--- src/rtl/wavetable_morph_sampler_top_macros.svh ---
// Assertion helpers for the morph sampler
`ifndef WAVETABLE_MORPH_SAMPLER_TOP_MACROS_SVH
`define WAVETABLE_MORPH_SAMPLER_TOP_MACROS_SVH

// Implication checked on every clock edge outside reset
`define WMS_ASSERT_IMP(lbl, ante, cons) \
  lbl: assert property (@(posedge clk) disable iff (!rst_n) (ante) |-> (cons)) \
    else $error("wms check failed");

// Next-cycle implication checked outside reset
`define WMS_ASSERT_NXT(lbl, ante, cons) \
  lbl: assert property (@(posedge clk) disable iff (!rst_n) (ante) |=> (cons)) \
    else $error("wms check failed");

`endif

--- src/rtl/wms_pkg.sv ---
package wms_pkg;

  localparam logic [1:0] OP_WR_ENTRY = 2'd0;
  localparam logic [1:0] OP_WR_LEVEL = 2'd1;
  localparam logic [1:0] OP_SAMPLE   = 2'd2;
  localparam logic [1:0] OP_UNUSED   = 2'd3;

  localparam logic [1:0] CFG_MORPH   = 2'd0;
  localparam logic [1:0] CFG_NTABLES = 2'd1;
  localparam logic [1:0] CFG_LENGTH  = 2'd2;

  localparam int CFG_W = 16;

  typedef enum logic [3:0] {
    ST_IDLE,
    ST_SCAN,
    ST_SCAN_WAIT,
    ST_DIV,
    ST_RD_A,
    ST_RD_B,
    ST_INTERP,
    ST_NEXT,
    ST_BLEND,
    ST_OUT
  } wms_state_t;

  // Commands from controller to datapath
  typedef struct packed {
    logic load_item;   // capture input item and prepare
    logic mem_write;   // write table word
    logic lvl_write;   // write slot level
    logic scan_rd;     // read level at scan pointer
    logic scan_step;   // evaluate level read, advance pointer
    logic div_start;
    logic div_step;
    logic rd_a;        // read word i of current table
    logic rd_b;        // read word j, latch word i
    logic interp;      // interpolate with word j, latch result
    logic sel_upper;   // switch to upper table
    logic blend;       // final blend
    logic out_load;    // load output register
  } wms_cmd_t;

  // Status from datapath to controller
  typedef struct packed {
    logic scan_done;
    logic two_tables;
    logic div_done;
  } wms_sts_t;

endpackage

--- src/rtl/wms_ctrl.sv ---
module wms_ctrl
  import wms_pkg::*;
(
  input  logic       clk,
  input  logic       rst_n,
  input  logic       in_fire,
  input  logic [1:0] in_op,
  input  logic       out_busy,
  input  wms_sts_t   sts,
  output logic       in_ready,
  output wms_cmd_t   cmd
);
  wms_state_t state_r, state_nxt;
  logic       second_r, second_nxt;

  // State register
  always_ff @(posedge clk) begin
    if (!rst_n) begin
      state_r  <= ST_IDLE;
      second_r <= 1'b0;
    end else begin
      state_r  <= state_nxt;
      second_r <= second_nxt;
    end
  end

  // Next state
  always_comb begin
    state_nxt  = state_r;
    second_nxt = second_r;
    unique case (state_r)
      ST_IDLE: begin
        if (in_fire && in_op == OP_SAMPLE) begin
          state_nxt  = ST_SCAN;
          second_nxt = 1'b0;
        end
      end
      ST_SCAN:      state_nxt = ST_SCAN_WAIT;
      ST_SCAN_WAIT: state_nxt = sts.scan_done ? ST_DIV : ST_SCAN;
      ST_DIV:       if (sts.div_done) state_nxt = ST_RD_A;
      ST_RD_A:      state_nxt = ST_RD_B;
      ST_RD_B:      state_nxt = ST_INTERP;
      ST_INTERP:    state_nxt = (sts.two_tables && !second_r) ? ST_NEXT : ST_BLEND;
      ST_NEXT: begin
        state_nxt  = ST_RD_A;
        second_nxt = 1'b1;
      end
      ST_BLEND:     state_nxt = ST_OUT;
      ST_OUT:       if (!out_busy) state_nxt = ST_IDLE;
      default:      state_nxt = ST_IDLE;
    endcase
  end

  // Outputs
  always_comb begin
    cmd       = '0;
    in_ready  = 1'b0;
    unique case (state_r)
      ST_IDLE: begin
        in_ready = 1'b1;
        if (in_fire) begin
          cmd.load_item = 1'b1;
          cmd.mem_write = (in_op == OP_WR_ENTRY);
          cmd.lvl_write = (in_op == OP_WR_LEVEL);
        end
      end
      ST_SCAN:      cmd.scan_rd = 1'b1;
      ST_SCAN_WAIT: begin
        cmd.scan_step = 1'b1;
        cmd.div_start = 1'b1;
      end
      ST_DIV:       cmd.div_step = 1'b1;
      ST_RD_A:      cmd.rd_a = 1'b1;
      ST_RD_B:      cmd.rd_b = 1'b1;
      ST_INTERP:    cmd.interp = 1'b1;
      ST_NEXT:      cmd.sel_upper = 1'b1;
      ST_BLEND:     cmd.blend = 1'b1;
      ST_OUT:       cmd.out_load = !out_busy;
      default:      cmd = '0;
    endcase
  end
endmodule

--- config.mk ---
export PLATFORM = sky130hd
export DESIGN_NAME = wms_ctrl
export DESIGN_NICKNAME = d
export VERILOG_FILES = /design/src/rtl/wavetable_morph_sampler_top_macros.svh /design/src/rtl/wms_pkg.sv /design/src/rtl/wms_ctrl.sv
export SDC_FILE = /design/constraint.sdc
export NUM_CORES = 1
export LEC_CHECK = 0
export BUFFER_PORTS_ARGS = -buffer_cell sky130_fd_sc_hd__buf_2
export CAP_MARGIN = 20
export CORE_AREA = 8 8 45 47
export CTS_CLUSTER_SIZE = 40
export DETAILED_ROUTE_END_ITERATION = 10
export DIE_AREA = 0 0 53 55
export GPL_TIMING_DRIVEN = 0
export SLEW_MARGIN = 10
export SYNTH_ARGS = -nofsm -noshare
export SYNTH_HDL_FRONTEND = slang
export SYNTH_SLANG_ARGS = --single-unit
--- constraint.sdc ---
create_clock -name clk -period 1.53 [get_ports clk]
set_input_delay 0.2295 -clock clk [delete_from_list [all_inputs] [get_ports clk]]
set_output_delay 0.2295 -clock clk [all_outputs]
set_load 0.005 [all_outputs]
## Yosys cells after proc, flatten, opt, wreduce, memory -nomap -nowiden

Cells that the tools add are included.

- Register bits: 5
- Input bits: 9
- Output and inout port bits: 14

- Eq/ne operators: 14
- Multiplexer cells: 20
- Reductions and logical operators: 9

Operators with widths:

| kind | count |
|---|---|
| one-hot mux 4 bit (10 select lines) | 1 |
| equality test 4 x 3 -> 1 bit (second input constant) | 4 |
| two-way mux 4 bit | 4 |
| two-way mux 1 bit | 10 |
| equality test 4 x 2 -> 1 bit (second input constant) | 2 |
| equality test 4 bit (second input constant) | 2 |
| two-way mux 3 bit | 2 |
| inequality test 2 bit (second input constant) | 3 |
| equality test 4 x 1 -> 1 bit (second input constant) | 1 |
| logical NOT 4 bit | 1 |
| two-way mux 2 bit | 2 |
| AND reduction 3 bit | 1 |
| equality test 2 x 1 -> 1 bit (second input constant) | 1 |
| equality test 2 bit (second input constant) | 1 |
| logical AND 1 bit | 2 |
| logical NOT 1 bit | 2 |
| logical NOT 2 bit | 1 |
| one-hot mux 1 bit (2 select lines) | 1 |
| AND reduction 2 bit | 1 |
| nonzero test 2 bit | 1 |

## Logic depth before layout (Yosys ltp)

- Word-level depth: 4
- Mapped depth: 4
- Gate-level depth less buffers: 3

## Worst setup path after synthesis

Ideal clock, no wire load.

- Path kind: register -> output
- Start: register state_r[3]
- End: output cmd[11] (netlist name)
- Arrival: 1.094 ns
- Data required time: 1.300 ns
- Path slack: 0.206 ns
- Cell stages (with the launch flop): 5
- Path through: dfxtp_1 -> buf_6 -> nor4_2 -> nand2_2 -> nor3_1

RTL lines:

| what | line | RTL |
|---|---|---|
| start, declared | wms_ctrl.sv:13 | `wms_state_t state_r, state_nxt;` |
| start signal, assigned | wms_ctrl.sv:22 | `state_r <= state_nxt;` |
| end, declared | wms_ctrl.sv:11 | `output wms_cmd_t cmd` |

==> reports/results.txt <==
Port Buf Inserts: 22
Reg clk slew, reported paths: 0.04 ns
WL per Instance: 12.7 µm
Post-layout util: 49.1%
Synthesized area per cell: 7.92 µm²
CP max FO: 6
Row Count: 14
Antenna violations before repair: 0
Synth Area in Compound Gates: 24.7%
Root Driver: clkbuf_4
Clock Skews: 0.000587 ns
Inserted Diodes: 0
Static leakage: 0.322 nW
Worst EP required: 1.30 ns
Via density: 5.05
Area of the multi-input gates: 312 µm²
Synth unique cells: 30
CTS sink cnt: 5
Hold_sp: rst_n
Total Routing Usage GR: 9.34%
Critical path type: register to output pin
Final WL: 1320 µm
DR vias: 525
Overflow after GRT: 0
Largest family of logic cells by synthesized area: simple AND/OR/NAND/NOR gates
# fillers: 141
Arrival time at the worst endpoint: 1.31 ns
Post-synthesis sequential area ratio: 23.0%
Post-Syn Area: 435 µm²
Reg2Reg Launch Point: state_r[3]
Max-Cap Viols: 0
Synthesized instance count: 55
Setup violations, final: 2
Peak supply drop: 0.347 mV
Synthesized net count: 64
Actual slew at the worst max-slew pin: 0.402 ns
Vias in the first global route: 499
RSZ-0062 raised after global routing: true
Final WS setup: -0.00567 ns
Critical path startpoint: state_r[1]
Final nets: 98
First-pass GRT wire length: 2030 µm
Gp weighted congestion: 0.725
Final hold slack: 0.249 ns
Clock Latency Late Sink: 0.24 ns
Slew HR: 73.0%
CTS Buf Count: 3
Min cycle time layout: 1.54 ns
Crit path cell chain: nor4_4, nand2_2, buf_4, inv_1, buf_2
CTS tree: yes
H-Tree Depth: 1
Initial Utilization: 31.5%
Synth-to-layout area growth: 56.0%
FF/Latch Area: 106 µm²
Pin count of the biggest net entering global routing: 11
Adder-cell share of the synthesized area: 0%
Die footprint: 0.00292 mm²
Status: complete, but fails checks
PwrDens: 655 mW/mm²
Synth Area in XOR/XNOR: 0%
Pre-CTS WS: 0.0823 ns
Slew Viols, Final: 0
CP Buf/Inv Count: 3
Routed Antenna Nets: 0
Violated checks: setup timing
Clock Path Buffers: 2
Hold crit path type: primary input to register
CTS Hold Bufs: 0
Fmax: 651 MHz
Synth warn: 0
TritonRoute pass-1 iters: 4
Placeable Area: 0.00138 mm²
Crit-path slowest cell: dfxtp_4
IO Count: 23
Final period util: 100%
CP Capture Type: output pin
Slowest stage delay, CP: 0.36 ns
Die H: 55 µm
Die W: 53 µm
CP top delay family: simple AND/OR/NAND/NOR gates
Share of cells above drive strength 1: 58.0%
Seq cells post-synth: 5
Post-synthesis simple-gate area fraction: 41.4%
Post-DP HPWL: 971 µm
Final Hold Vio Count: 0
1st-iter DRT viols: 8
Post-synthesis mux area share: 0%
DRC violations left: 0
Type of origin of the critical path: register
[cell usage after synthesis]
cell type / count / area share [%]
buf_2: 2 / 2.3
nor3b_1: 1 / 1.7
o2bb2ai_1: 1 / 2.0
nor3_1: 4 / 4.6
o211ai_1: 1 / 1.7
a2111oi_1: 1 / 2.3
a21oi_1: 1 / 1.1
o221a_1: 1 / 2.6
buf_6: 1 / 2.6
a211o_1: 1 / 2.0
or2_1: 1 / 1.4
o31a_1: 1 / 2.0
inv_2: 1 / 0.86
o21ai_0: 2 / 2.3
nand2b_1: 4 / 5.7
a21bo_1: 1 / 2.3
dfxtp_1: 5 / 23
nand4bb_1: 1 / 2.6
nor2_1: 5 / 4.3
a211oi_2: 1 / 2.9
buf_4: 2 / 3.4
a21bo_2: 1 / 2.3
inv_1: 2 / 1.7
nor4_2: 2 / 5.7
nor2b_1: 1 / 1.4
nand2_1: 5 / 4.3
o21ai_1: 1 / 1.1
nand3b_1: 3 / 5.2
nor3b_2: 1 / 2.9
nand2_2: 1 / 1.4
[cell type report]
class                   instances  share of cell area [%]
multi-input cells              42                    45.9
repair buffers                 30                    25.0
flip-flops and latches          5                    15.7
plain buffers                   4                    4.97
clock buffers                   4                    3.87
well taps                      16                    2.95
inverters                       3                    1.66
[registers in the layout, indices dropped and copies added, names as in the netlist]
signal / cells
state_r: 4
second_r: 1
[metrics by stage]
stage / instances / total power, mW / TNS, ns / area, µm²
2_1_floorplan: 55 / 0.219 / 0 / 435
3_3_place_gp: 93 / 0.265 / 0 / 566
3_5_place_dp: 93 / 0.265 / 0 / 566
4_1_cts: 101 / 0.440 / -0.243 / 639
5_1_grt: 104 / 0.476 / -0.324 / 679
6_report: 104 / 0.445 / -0.00775 / 679
[placed cells by master (no fill, tap or decap)]
cell type	count
buf_2	22
buf_4	11
nand2_1	5
nand2b_1	4
nand3b_1	3
nor2_1	3
nor3_1	3
clkbuf_4	3
nor2_2	2
inv_1	2
nor3b_2	2
o21ai_0	2
dfxtp_1	2
dfxtp_2	2
buf_6	1
or2_1	1
inv_2	1
nor3_2	1
nor4_4	1
nand2_2	1
nor2b_1	1
nor4_2	1
a21bo_1	1
a2111oi_1	1
o221a_1	1
a211o_1	1
o21ai_1	1
a21oi_1	1
nand4bb_1	1
o31a_1	1
a211oi_2	1
a21bo_2	1
o211ai_1	1
o2bb2ai_1	1
clkbuf_1	1
dfxtp_4	1
[routing by layer]
| layer | GRT usage [%] | vias to the layer above | share of wire, % |
|---|---|---|---|
| met4 | 9.05 | 0 | 3.7 |
| met2 | 15.4 | 25 | 44 |
| li1 | - | 262 | - |
| met5 | 0 | - | 0 |
| met1 | 8.97 | 234 | 42 |
| met3 | 3.21 | 4 | 11 |
[final timing paths]
path	end	slack, ns	depth (start not counted)
max	cmd[12]	-0.006	5
max reg2reg	state_r[3]	0.25	4
min	state_r[0]	0.25	2
min reg2reg	state_r[1]	0.53	2
[worst register-to-register path: stages (launching register included)]
cell      delay, ns
dfxtp_1        0.30
buf_6          0.12
or2_1          0.26
o31a_1         0.30
a211oi_2       0.22
[power breakdown]
| group | switching [mW] | internal [mW] | leakage (nW) |
|---|---|---|---|
| registers | 0.0143 | 0.138 | 0.0422 |
| logic | 0.0648 | 0.0795 | 0.264 |
| clock network | 0.0498 | 0.0983 | 0.0150 |
| total | 0.129 | 0.316 | 0.322 |
[cell families (layout without fill, tap and decap cells)]
kind of cell           count (synthesis)  after routing
AOI/OAI and AO/OA                     13             13
and+or+nand+nor                       29             29
buffers and inverters                  8             41
DFF                                    5              5
[what timing repair did]
action	CTS	global route
setup endpoints to repair	5	8
pin swaps	3	4
buffers inserted	4	4
resized for setup	4	7
endpoints found under the hold margin	0	0
No activity file was read; power rests on OpenSTA's default activity.
